File: src/hw/rtl/ubx_frame_receiver_top_macros.svh
// Assertion macros for the frame receiver.
`ifndef UBX_FRAME_RECEIVER_TOP_MACROS_SVH
`define UBX_FRAME_RECEIVER_TOP_MACROS_SVH

`ifndef SYNTHESIS

`define UBXFR_ASSERT_IMP(label, clk, rst_n, ante, cons) \
    label: assert property (@(posedge clk) disable iff (!(rst_n)) (ante) |-> (cons)) \
        else $error("assertion failed: implication");

`define UBXFR_ASSERT_NXT(label, clk, rst_n, ante, cons) \
    label: assert property (@(posedge clk) disable iff (!(rst_n)) (ante) |=> (cons)) \
        else $error("assertion failed: next cycle");

`else

`define UBXFR_ASSERT_IMP(label, clk, rst_n, ante, cons)

`define UBXFR_ASSERT_NXT(label, clk, rst_n, ante, cons)

`endif

`endif

File: src/hw/rtl/ubxfr_pkg.sv
package ubxfr_pkg;

    localparam logic [7:0] SYNC_FIRST    = 8'hB5;
    localparam logic [7:0] SYNC_SECOND   = 8'h62;
    localparam logic [7:0] CLS_CFG       = 8'h06;
    localparam logic [7:0] CLS_MON       = 8'h0A;
    localparam logic [7:0] ID_CFG_VALSET = 8'h8A;
    localparam logic [7:0] ID_CFG_PRT    = 8'h00;
    localparam logic [7:0] ID_MON_VER    = 8'h04;

    localparam int unsigned OUT_DATA_W = 64;

    typedef enum logic [1:0] {
        EV_PAYLOAD = 2'd0,
        EV_GOOD    = 2'd1,
        EV_BAD     = 2'd2
    } t_event;

    typedef enum logic [1:0] {
        RP_NONE = 2'd0,
        RP_ACK  = 2'd1,
        RP_NAK  = 2'd2
    } t_reply;

    typedef enum logic [8:0] {
        PH_SYNC1   = 9'b000000001,
        PH_SYNC2   = 9'b000000010,
        PH_CLASS   = 9'b000000100,
        PH_ID      = 9'b000001000,
        PH_LEN1    = 9'b000010000,
        PH_LEN2    = 9'b000100000,
        PH_PAYLOAD = 9'b001000000,
        PH_CKA     = 9'b010000000,
        PH_CKB     = 9'b100000000
    } t_phase;

    typedef struct packed {
        logic         valid;
        t_event       kind;
        logic [7:0]   pay_byte;
        logic [15:0]  pay_index;
        logic [7:0]   msg_class;
        logic [7:0]   msg_id;
        logic [15:0]  frame_length;
        t_reply       reply;
    } t_result;

    function automatic t_reply reply_for(input logic [7:0] cls, input logic [7:0] id);
        t_reply r;
        r = RP_NONE;
        if (cls == CLS_CFG && id == ID_CFG_VALSET) begin
            r = RP_ACK;
        end else if (cls == CLS_MON && id == ID_MON_VER) begin
            r = RP_ACK;
        end else if (cls == CLS_CFG && id == ID_CFG_PRT) begin
            r = RP_NAK;
        end
        return r;
    endfunction

endpackage

File: src/hw/rtl/ubxfr_parser.sv
module ubxfr_parser
    import ubxfr_pkg::*;
(
    input  logic       i_clk,
    input  logic       i_rst_n,
    input  logic       i_en,
    input  logic [7:0] i_byte,
    output t_result    o_res
);

    t_phase      r_phase, n_phase;
    logic [7:0]  r_sum_a, n_sum_a;
    logic [7:0]  r_sum_b, n_sum_b;
    logic [15:0] r_len, n_len;
    logic [15:0] r_taken, n_taken;
    logic [7:0]  r_class, n_class;
    logic [7:0]  r_id, n_id;

    logic [7:0]  add_a;
    logic [7:0]  add_b;
    logic [15:0] taken_inc;
    logic [15:0] len_full;

    always_comb begin
        add_a     = r_sum_a + i_byte;
        add_b     = r_sum_b + add_a;
        taken_inc = r_taken + 16'd1;
        len_full  = {i_byte, r_len[7:0]};

        n_phase = r_phase;
        n_sum_a = r_sum_a;
        n_sum_b = r_sum_b;
        n_len   = r_len;
        n_taken = r_taken;
        n_class = r_class;
        n_id    = r_id;

        o_res              = '0;
        o_res.kind         = EV_PAYLOAD;
        o_res.reply        = RP_NONE;
        o_res.msg_class    = r_class;
        o_res.msg_id       = r_id;
        o_res.frame_length = r_len;

        unique case (r_phase)
            PH_SYNC2: begin
                if (i_byte == SYNC_SECOND) begin
                    n_phase = PH_CLASS;
                end else begin
                    n_phase = PH_SYNC1;
                end
            end
            PH_CLASS: begin
                n_sum_a = add_a;
                n_sum_b = add_b;
                n_class = i_byte;
                n_phase = PH_ID;
            end
            PH_ID: begin
                n_sum_a = add_a;
                n_sum_b = add_b;
                n_id    = i_byte;
                n_phase = PH_LEN1;
            end
            PH_LEN1: begin
                n_sum_a = add_a;
                n_sum_b = add_b;
                n_len   = {8'd0, i_byte};
                n_phase = PH_LEN2;
            end
            PH_LEN2: begin
                n_sum_a = add_a;
                n_sum_b = add_b;
                n_len   = len_full;
                n_phase = (len_full != 16'd0) ? PH_PAYLOAD : PH_CKA;
            end
            PH_PAYLOAD: begin
                n_sum_a         = add_a;
                n_sum_b         = add_b;
                o_res.valid     = 1'b1;
                o_res.kind      = EV_PAYLOAD;
                o_res.pay_byte  = i_byte;
                o_res.pay_index = r_taken;
                n_taken         = taken_inc;
                if (taken_inc >= r_len) begin
                    n_phase = PH_CKA;
                end
            end
            PH_CKA: begin
                if (i_byte != r_sum_a) begin
                    o_res.valid = 1'b1;
                    o_res.kind  = EV_BAD;
                    n_phase     = PH_SYNC1;
                    n_sum_a     = '0;
                    n_sum_b     = '0;
                    n_len       = '0;
                    n_taken     = '0;
                end else begin
                    n_phase = PH_CKB;
                end
            end
            PH_CKB: begin
                o_res.valid = 1'b1;
                if (i_byte != r_sum_b) begin
                    o_res.kind = EV_BAD;
                end else begin
                    o_res.kind  = EV_GOOD;
                    o_res.reply = reply_for(r_class, r_id);
                end
                n_phase = PH_SYNC1;
                n_sum_a = '0;
                n_sum_b = '0;
                n_len   = '0;
                n_taken = '0;
            end
            default: begin
                n_phase = (i_byte == SYNC_FIRST) ? PH_SYNC2 : PH_SYNC1;
                n_sum_a = '0;
                n_sum_b = '0;
                n_len   = '0;
                n_taken = '0;
            end
        endcase

        o_res.valid = o_res.valid & i_en;
    end

    always_ff @(posedge i_clk) begin
        if (!i_rst_n) begin
            r_phase <= PH_SYNC1;
            r_sum_a <= '0;
            r_sum_b <= '0;
            r_len   <= '0;
            r_taken <= '0;
            r_class <= '0;
            r_id    <= '0;
        end else if (i_en) begin
            r_phase <= n_phase;
            r_sum_a <= n_sum_a;
            r_sum_b <= n_sum_b;
            r_len   <= n_len;
            r_taken <= n_taken;
            r_class <= n_class;
            r_id    <= n_id;
        end
    end

endmodule

File: src/hw/rtl/ubx_frame_receiver_top.sv
// A result is registered and reaches the master side in the cycle after its byte transfer.
// Throughput: one byte per cycle unless stalled; the result register frees in the cycle
// it is taken. The byte side stalls only while a result is held and i_m_tready is low.
// Reset (i_rst_n low at a clock edge, synchronous) empties the result register,
// returns the parser to the first sync byte and clears sums, length, count, class and id.
`include "ubx_frame_receiver_top_macros.svh"

module ubx_frame_receiver_top
    import ubxfr_pkg::*;
(
    input  logic                  i_clk,
    input  logic                  i_rst_n,
    input  logic                  i_s_tvalid,
    output logic                  o_s_tready,
    input  logic [7:0]            i_s_tdata,   // [7:0] rx_byte
    output logic                  o_m_tvalid,
    input  logic                  i_m_tready,
    output logic [OUT_DATA_W-1:0] o_m_tdata,   // [7:0] payload_byte, [23:8] payload_index,
                                               // [31:24] msg_class, [39:32] msg_id,
                                               // [55:40] frame_length, [57:56] reply_kind
    output logic [1:0]            o_m_tuser    // [1:0] event_kind
);

    t_result res;
    logic    s_xfer;
    logic    r_valid;
    t_result r_res;

    assign o_s_tready = !r_valid || i_m_tready;
    assign s_xfer     = i_s_tvalid && o_s_tready;

    ubxfr_parser u_parser (
        .i_clk   (i_clk),
        .i_rst_n (i_rst_n),
        .i_en    (s_xfer),
        .i_byte  (i_s_tdata),
        .o_res   (res)
    );

    always_ff @(posedge i_clk) begin
        if (!i_rst_n) begin
            r_valid <= 1'b0;
        end else if (s_xfer) begin
            r_valid <= res.valid;
        end else if (i_m_tready) begin
            r_valid <= 1'b0;
        end
    end

    always_ff @(posedge i_clk) begin
        if (s_xfer && res.valid) begin
            r_res <= res;
        end
    end

    assign o_m_tvalid = r_valid;
    assign o_m_tuser  = r_res.kind;
    assign o_m_tdata  = {6'd0, r_res.reply, r_res.frame_length, r_res.msg_id,
                         r_res.msg_class, r_res.pay_index, r_res.pay_byte};

    `UBXFR_ASSERT_IMP(a_kind_legal, i_clk, i_rst_n, o_m_tvalid, o_m_tuser != 2'd3)
    `UBXFR_ASSERT_IMP(a_reply_good_only, i_clk, i_rst_n, o_m_tvalid && o_m_tuser != EV_GOOD, o_m_tdata[57:56] == RP_NONE)
    `UBXFR_ASSERT_IMP(a_index_in_len, i_clk, i_rst_n, o_m_tvalid && o_m_tuser == EV_PAYLOAD, o_m_tdata[23:8] < o_m_tdata[55:40])
    `UBXFR_ASSERT_NXT(a_result_follows, i_clk, i_rst_n, s_xfer && res.valid, o_m_tvalid)

endmodule
File: config.mk
export PLATFORM = sky130hd
export DESIGN_NAME = ubx_frame_receiver_top
export DESIGN_NICKNAME = d
export VERILOG_FILES = /design/src/hw/rtl/ubxfr_pkg.sv /design/src/hw/rtl/ubxfr_parser.sv /design/src/hw/rtl/ubx_frame_receiver_top.sv
export VERILOG_INCLUDE_DIRS = /design/src /design/src/hw/rtl
export SDC_FILE = /design/constraint.sdc
export NUM_CORES = 1
export LEC_CHECK = 0
export ABC_AREA = 1
export BUFFER_PORTS_ARGS = -buffer_cell sky130_fd_sc_hd__clkbuf_2
export CAP_MARGIN = 25
export CORE_MARGIN = 2
export CORE_UTILIZATION = 45
export CTS_BUF_LIST = sky130_fd_sc_hd__clkbuf_4 sky130_fd_sc_hd__clkbuf_8
export DETAILED_ROUTE_END_ITERATION = 6
export GPL_TIMING_DRIVEN = 0
export MAX_ROUTING_LAYER = met4
export PLACE_DENSITY_LB_ADDON = 0.12
export SYNTH_ARGS = -nofsm -noshare
export SYNTH_HDL_FRONTEND = slang
export SYNTH_SLANG_ARGS = --single-unit
File: constraint.sdc
create_clock -name i_clk -period 4.1 [get_ports i_clk]
set_clock_uncertainty 0.2 [all_clocks]
set_input_delay 0.615 -clock i_clk [delete_from_list [all_inputs] [get_ports i_clk]]
set_output_delay 0.615 -clock i_clk [all_outputs]
set_load 0.05 [all_outputs]
==> flow_summary_export.csv, run 1 <==
group,metric,value,unit
layout,fin_cells,1114,
placement,placed_cell_area,7520,sq um
placement,portBuffers,73,
die,io_pins,80,
sta,setup_viol,0,
clock_network,root_buffer,"clkbuf_8",
job,drv_cap,0,
clock_network,clk_pin_slew,80,ps
die,die_y,128,um
setup_path,critPathKind,"reg -> reg",
setup_path,cp_data_arrival_time,3420,ps
setup_path,path_max_fanout,6,
die,die_w,128,um
logic_synthesis,ys_seq_area_share,47.7,%
routing,first_pass_iters,5,
setup_path,cp.required,4220,ps
sta,timing.hold.ws,233,ps
setup_path,max_stage_delay,550,ps
clock_network,cts.htree.levels,4,
sta,fin_crit,3300,ps
sta,final_hold_viol_count,0,
setup_path,startpoint_type,"flip-flop",
sta,timing.final.crit_share,80.5,%
logic_synthesis,syn_area,6880,sq um
die,core-area,15100,sq um
clock_network,hold_buffers,0,
logic_synthesis,synth-seq-cells,134,
layout,area_growth,15.6,%
clock_network,cts_buffer_depth,2,
routing,drc_errors,0,
placement,post-dp-hpwl,11900,um
logic_synthesis,synth_edf_count,60,
clock_network,cts.sinks,134,
sta,slew_headroom,57.5,%
routing,antenna_left,0,
global_route,grt_pass1_vias,5057,
clock_network,clock_latency,460,ps
sta,setup_ws,800,ps
clock_network,post_cts_buffers,0,
clock_network,cts_made_buffers,17,
routing,routed_wl,16000,um
routing,viasPerCell,4.99,
global_route,overflow,0,
setup_path,slowest_stage,"nor3_1",
layout,drive_gt1_share,18.7,%
sta,fmax,303,MHz
sta,drv_slew,0,
layout,final_area,7950,sq um
clock_network,cts_tree,"yes",
sta,grt_setup_unrepaired,"false",
placement,pre_cts_ws,628,ps
pwr,power.density,365,nW/um^2
pwr,ir_drop,233,uV
die,rows,45,
setup_path,crit_family,"simple AND/OR/NAND/NOR gates",
logic_synthesis,synth_cell_types,46,
routing,vias,5557,
die,initial_core_util,45.6,%
logic_synthesis,yosys_warnings,0,
setup_path,cp_num_buf_inv,2,
sta,tns,0,ps
sta,worstMarginPinSlew,633,ps
placement,place_congestion,0.931,
logic_synthesis,avgSynthCellArea,8.44,sq um
logic_synthesis,synth-main-ff-cell,"dfxtp_1",
pwr,fin_total_pwr,2.90,mW
placement,dpl.cell_count,1082,
setup_path,worst_path_most_repeated_cell,"nand2_1",
die,die-area,16300,sq um
layout,utilization,52.7,%
setup_path,end_kind,"flip-flop",
setup_path,cp_cell_sequence,"nand3_1, nor3_1, nand2_1, xor2_1, inv_1, ha_1, nand2_1, nand2_1, nand2_1, nand2_1, a21oi_1, nand4_2, nand2_2, inv_2, nand2_1, nand3_1",
routing,dr.first_iter.drc_count,380,
clock_network,cts_resized,0,
global_route,grt_max_degree,44,
logic_synthesis,synthCells,815,
global_route,grtUsageTotal,21.1,%
global_route,grt_pass1_wl,25700,um
routing,wire_per_inst,14.4,um
logic_synthesis,async_reset_ff_share,0,%
layout,num_antenna_cells,0,
global_route,antenna_found_initial,0,
status,status,"finished clean",
layout,layout.nets,958,
min_path,min_path_type,"reg -> reg",
pwr,p_leak,3.38,nW
-- final cells by class --
cell class | instances | area [sq um]
clock inverter | 12 | 180
clock buffer | 20 | 256
multi-input combinational | 547 | 3020
buffer | 27 | 165
timing repair buffer | 74 | 385
tap | 188 | 235
inverter | 112 | 428
sequential | 134 | 3280
fill | 1457 | 7140
-- path summary, 6_finish.rpt --
kind | start | to | slack (ps) | depth (start not counted)
max | u_parser.r_taken[0]$_SDFFE_PN0P_ | u_parser.r_phase[0]$_SDFFE_PN1P_ | 800 | 16
min | u_parser.r_class[3]$_SDFFE_PN0P_ | o_m_tdata[27]$_DFFE_PP_ | 230 | 0
max reg2reg | u_parser.r_taken[0]$_SDFFE_PN0P_ | u_parser.r_phase[0]$_SDFFE_PN1P_ | 800 | 16
min reg2reg | u_parser.r_class[3]$_SDFFE_PN0P_ | o_m_tdata[27]$_DFFE_PP_ | 230 | 0
-- state kept, by name, indices dropped and copies added, names as in the netlist, 2 cells and up --
name,cells
u_parser.r_taken,16
o_m_tdata,58
u_parser.r_phase,9
u_parser.r_class,8
u_parser.r_len,16
u_parser.r_sum_b,8
u_parser.r_id,8
o_m_tuser,2
u_parser.r_sum_a,8
-- layer usage --
layer  wire [um]  up-vias  track usage (%)  share of wire [%]
met3         794       21             4.10                5.0
met5           0        -                -                  0
li1            -     2870                -                  -
met2        7040      145             31.1                 44
met4         240        0             7.37                1.5
met1        7910     2521             29.1                 49
-- cells in the mapped netlist (3+ instances only) --
| master | count | share of area (%) |
|---|---|---|
| nand2_1 | 136 | 7.4 |
| nor2_1 | 105 | 5.7 |
| inv_1 | 102 | 5.6 |
| dfxtp_1 | 74 | 22 |
| edfxtp_1 | 60 | 26 |
| a21oi_1 | 54 | 3.9 |
| o21ai_0 | 44 | 3.2 |
| nand3_1 | 41 | 3.0 |
| ha_1 | 31 | 5.6 |
| nand4_1 | 26 | 2.4 |
| xor2_1 | 18 | 2.3 |
| nor3_1 | 14 | 1.0 |
| nand2_2 | 12 | 1.1 |
| clkbuf_1 | 10 | 0.55 |
| a21oi_2 | 9 | 1.1 |
| buf_4 | 8 | 0.87 |
| xnor2_1 | 7 | 0.89 |
| inv_2 | 6 | 0.33 |
| nor4_1 | 6 | 0.55 |
| buf_2 | 5 | 0.36 |
| nand3b_1 | 4 | 0.44 |
| nor2_2 | 4 | 0.36 |
| nor2_4 | 4 | 0.65 |
| a31oi_1 | 3 | 0.27 |
| nand2_4 | 3 | 0.49 |
-- cell families after synthesis --
group | count (synthesis) | share of synthesized area (%)
AND/OR/NAND/NOR | 367 | 24.9
buffers and inverters | 139 | 8.62
flip-flops | 134 | 47.7
other | 1 | 0.0545
AO/OA/AOI/OAI | 115 | 9.02
adder cells (fa/ha/maj) | 33 | 6.22
XOR/XNOR | 26 | 3.42
-- cell usage in the layout (no fill, tap or decap), types with 5 or more instances in the layout --
| master | synthesis | layout |
|---|---|---|
| a21oi_1 | 54 | 54 |
| a21oi_2 | 9 | 9 |
| buf_2 | 5 | 5 |
| buf_4 | 8 | 8 |
| clkbuf_1 | 10 | 10 |
| clkbuf_2 | 1 | 74 |
| clkbuf_8 | 0 | 17 |
| clkinvlp_4 | 0 | 5 |
| conb_1 | 1 | 6 |
| dfxtp_1 | 74 | 74 |
| edfxtp_1 | 60 | 60 |
| ha_1 | 31 | 31 |
| inv_1 | 102 | 101 |
| inv_2 | 6 | 7 |
| nand2_1 | 136 | 136 |
| nand2_2 | 12 | 12 |
| nand3_1 | 41 | 41 |
| nand4_1 | 26 | 26 |
| nor2_1 | 105 | 105 |
| nor3_1 | 14 | 14 |
| nor4_1 | 6 | 6 |
| o21ai_0 | 44 | 44 |
| xnor2_1 | 7 | 7 |
| xor2_1 | 18 | 18 |
-- power by group --
group | leakage (nW) | total, mW | internal (mW) | switching (mW)
Clock | 0.206 | 1.22 | 0.683 | 0.536
Combinational | 2.02 | 0.251 | 0.0727 | 0.178
Sequential | 1.15 | 1.43 | 1.41 | 0.0191
Note: power is estimated with default switching activity, not from simulation.
==> run 2: changes to the inputs <==
- ABC_AREA: 1 -> 0
- clock period: 4.1 -> 3.1 ns (I/O delays scaled with it)
==> flow_summary_export.csv, run 2 <==
group,metric,value,unit
status,status,"finished with violations",
status,violations,"setup timing",
logic_synthesis,synthCells,657,
routing,routed_wl,16400,um
sta,timing.hold.ws,124,ps
logic_synthesis,syn_area,6600,sq um
layout,layout.area.seq,3310,sq um
clock_network,clock_latency,470,ps
clock_network,cts_made_buffers,17,
logic_synthesis,post-synth-top-area-cell,"edfxtp_1",
layout,final_cell_mix,"clkbuf_2 (73), dfxtp_1 (66), edfxtp_1 (60)",
logic_synthesis,synth-seq-cells,134,
clock_network,cts.htree.levels,4,
routing,wire_per_inst,16.9,um
setup_path,startpoint_type,"flip-flop",
logic_synthesis,synth_common_cells,"dfxtp_1 (74), edfxtp_1 (60), a21oi_1 (56)",
clock_network,hold_buffers,0,
placement,post-dp-hpwl,11600,um
layout,layout.nets,819,
layout,drive_gt1_share,26.4,%
routing,highest_layer,"met4",
die,initial_core_util,45.7,%
logic_synthesis,async_reset_ff_share,0,%
sta,grt_setup_unrepaired,"true",
logic_synthesis,avgSynthCellArea,10.0,sq um
sta,slew_headroom,38.3,%
routing,vias,5297,
logic_synthesis,synth_cell_types,64,
placement,place_congestion,0.883,
placement,placed_cell_area,7290,sq um
die,core-area,14400,sq um
global_route,antenna_found_initial,0,
placement,portBuffers,72,
logic_synthesis,synth_most_common_cell,"dfxtp_1",
routing,m1WireLength,7680,um
setup_path,path_max_fanout,7,
clock_network,cts_tree,"yes",
setup_path,critPathKind,"reg -> reg",
min_path,min_path_cells,3,
die,die_w,125,um
sta,final_hold_viol_count,0,
clock_network,cts_buffer_depth,2,
sta,fin_crit,3120,ps
routing,antenna_left,0,
clock_network,cts.sinks,134,
sta,fmax,320,MHz
logic_synthesis,yosysTopAreaCellShare,27.3,%
layout,largest_reg_flops,58,
clock_network,root_buffer,"clkbuf_8",
die,die-area,15600,sq um
routing,dr.first_iter.drc_count,400,
global_route,grtUsageTotal,21.8,%
setup_path,end_kind,"flip-flop",
layout,num_antenna_cells,0,
pwr,p_leak,3.13,nW
logic_synthesis,ys_seq_area_share,49.8,%
logic_synthesis,synth-main-ff-cell,"dfxtp_1",
die,die_y,125,um
die,io_pins,80,
job,drv_cap,0,
layout,utilization,56.2,%
logic_synthesis,yosys_warnings,0,
routing,route.met2.wl,7530,um
layout,final_common_cell,"clkbuf_2",
global_route,grt_pass1_vias,4965,
pwr,power.density,429,nW/um^2
layout,final_area,8110,sq um
sta,worstMarginPinSlew,918,ps
layout,area_growth,22.9,%
logic_synthesis,synthTopCellsByArea,"edfxtp_1 (27%), dfxtp_1 (22%), ha_1 (5.9%)",
sta,tns,-43.9,ps
layout,fillerInstances,1297,
routing,wl_met3,863,um
routing,first_pass_iters,5,
logic_synthesis,synth_edf_count,60,
routing,viasPerCell,5.46,
sta,setup_viol,2,
setup_path,ff2ff_path_depth,13,
global_route,grt_pass1_wl,25900,um
layout,multi_input_area,3310,sq um
global_route,grt_max_degree,33,
sta,setup_ws,-23.5,ps
clock_network,clk_pin_slew,80,ps
setup_path,cp_data_arrival_time,3310,ps
min_path,min_path_type,"in -> reg",
sta,timing.final.crit_share,101,%
setup_path,cp.required,3290,ps
routing,drc_errors,0,
pwr,ir_drop,250,uV
global_route,overflow,0,
sta,drv_slew,0,
pwr,fin_total_pwr,3.48,mW
die,rows,44,
run 2: worst max-delay path: stages (launching register included):
cell and delay [ps]:
dfxtp_4 400, nand2_4 60, or3_4 410, nor3_4 220, xor2_2 200, ha_1 270
a21o_1 160, a21o_1 180, a211oi_4 310, o221a_4 280, buf_4 130, buf_6 80
o21ai_2 40, a21oi_2 120
run 2: stage by stage:
stage	setup WS, ps	cells
after floorplan	1.94	662
after detailed placement	-528	921
after global routing	-196	971
final	-23.5	971
after CTS	-1.77	962
after global placement	-502	918
run 2: layout make-up:
| cell class | count | area share (%) |
|---|---|---|
| plain buffers | 41 | 2.52 |
| clock buffers | 18 | 2.98 |
| clock inverters | 14 | 1.88 |
| inverters | 25 | 1.16 |
| multi-input cells | 461 | 40.9 |
| flip-flops and latches | 134 | 40.8 |
| well taps | 184 | 2.84 |
| repair buffers | 94 | 6.95 |
run 2: what timing repair did:
item / 4_1_cts / 5_1_grt
setup buffers: 9 / 10
pin swaps: 17 / 20
setup endpoints to repair: 10 / 42
resized for setup: 33 / 35
run 2: kinds of logic (layout without fill, tap and decap cells):
| kind of cell | count (synthesis) | count (layout) | synth area share, % |
|---|---|---|---|
| buffers and inverters | 67 | 192 | 4.57 |
| flip-flops | 134 | 134 | 49.8 |
| other | 1 | 6 | 0.0568 |
| AO/OA/AOI/OAI | 127 | 127 | 12.3 |
| multiplexers | 17 | 17 | 2.58 |
| AND/OR/NAND/NOR | 244 | 244 | 19.7 |
| adder cells (fa/ha/maj) | 33 | 33 | 6.49 |
| XOR/XNOR | 34 | 34 | 4.51 |
run 2: report_power, final:
part           internal (mW)  total, mW  switching, mW
Clock                  0.732       1.45          0.723
Combinational         0.0552      0.194          0.138
Sequential              1.83       1.83        0.00278
run 2: path summary, 6_finish.rpt:
check / startpoint / end / slack [ps]
worst min-delay path: i_m_tready / o_m_tvalid$_SDFFE_PN0P_ / 120
worst min register to register: u_parser.r_class[1]$_SDFFE_PN0P_ / o_m_tdata[25]$_DFFE_PP_ / 270
worst max-delay path: u_parser.r_taken[2]$_SDFFE_PN0P_ / u_parser.r_phase[5]$_SDFFE_PN0P_ / -20
worst max register to register: u_parser.r_taken[2]$_SDFFE_PN0P_ / u_parser.r_phase[5]$_SDFFE_PN0P_ / -20
run 2: layer usage:
metal	GRT usage, %	vias up
met2	32.4	141
li1	-	2575
met3	4.79	34
met1	29.6	2547
met5	-	-
met4	7.25	0
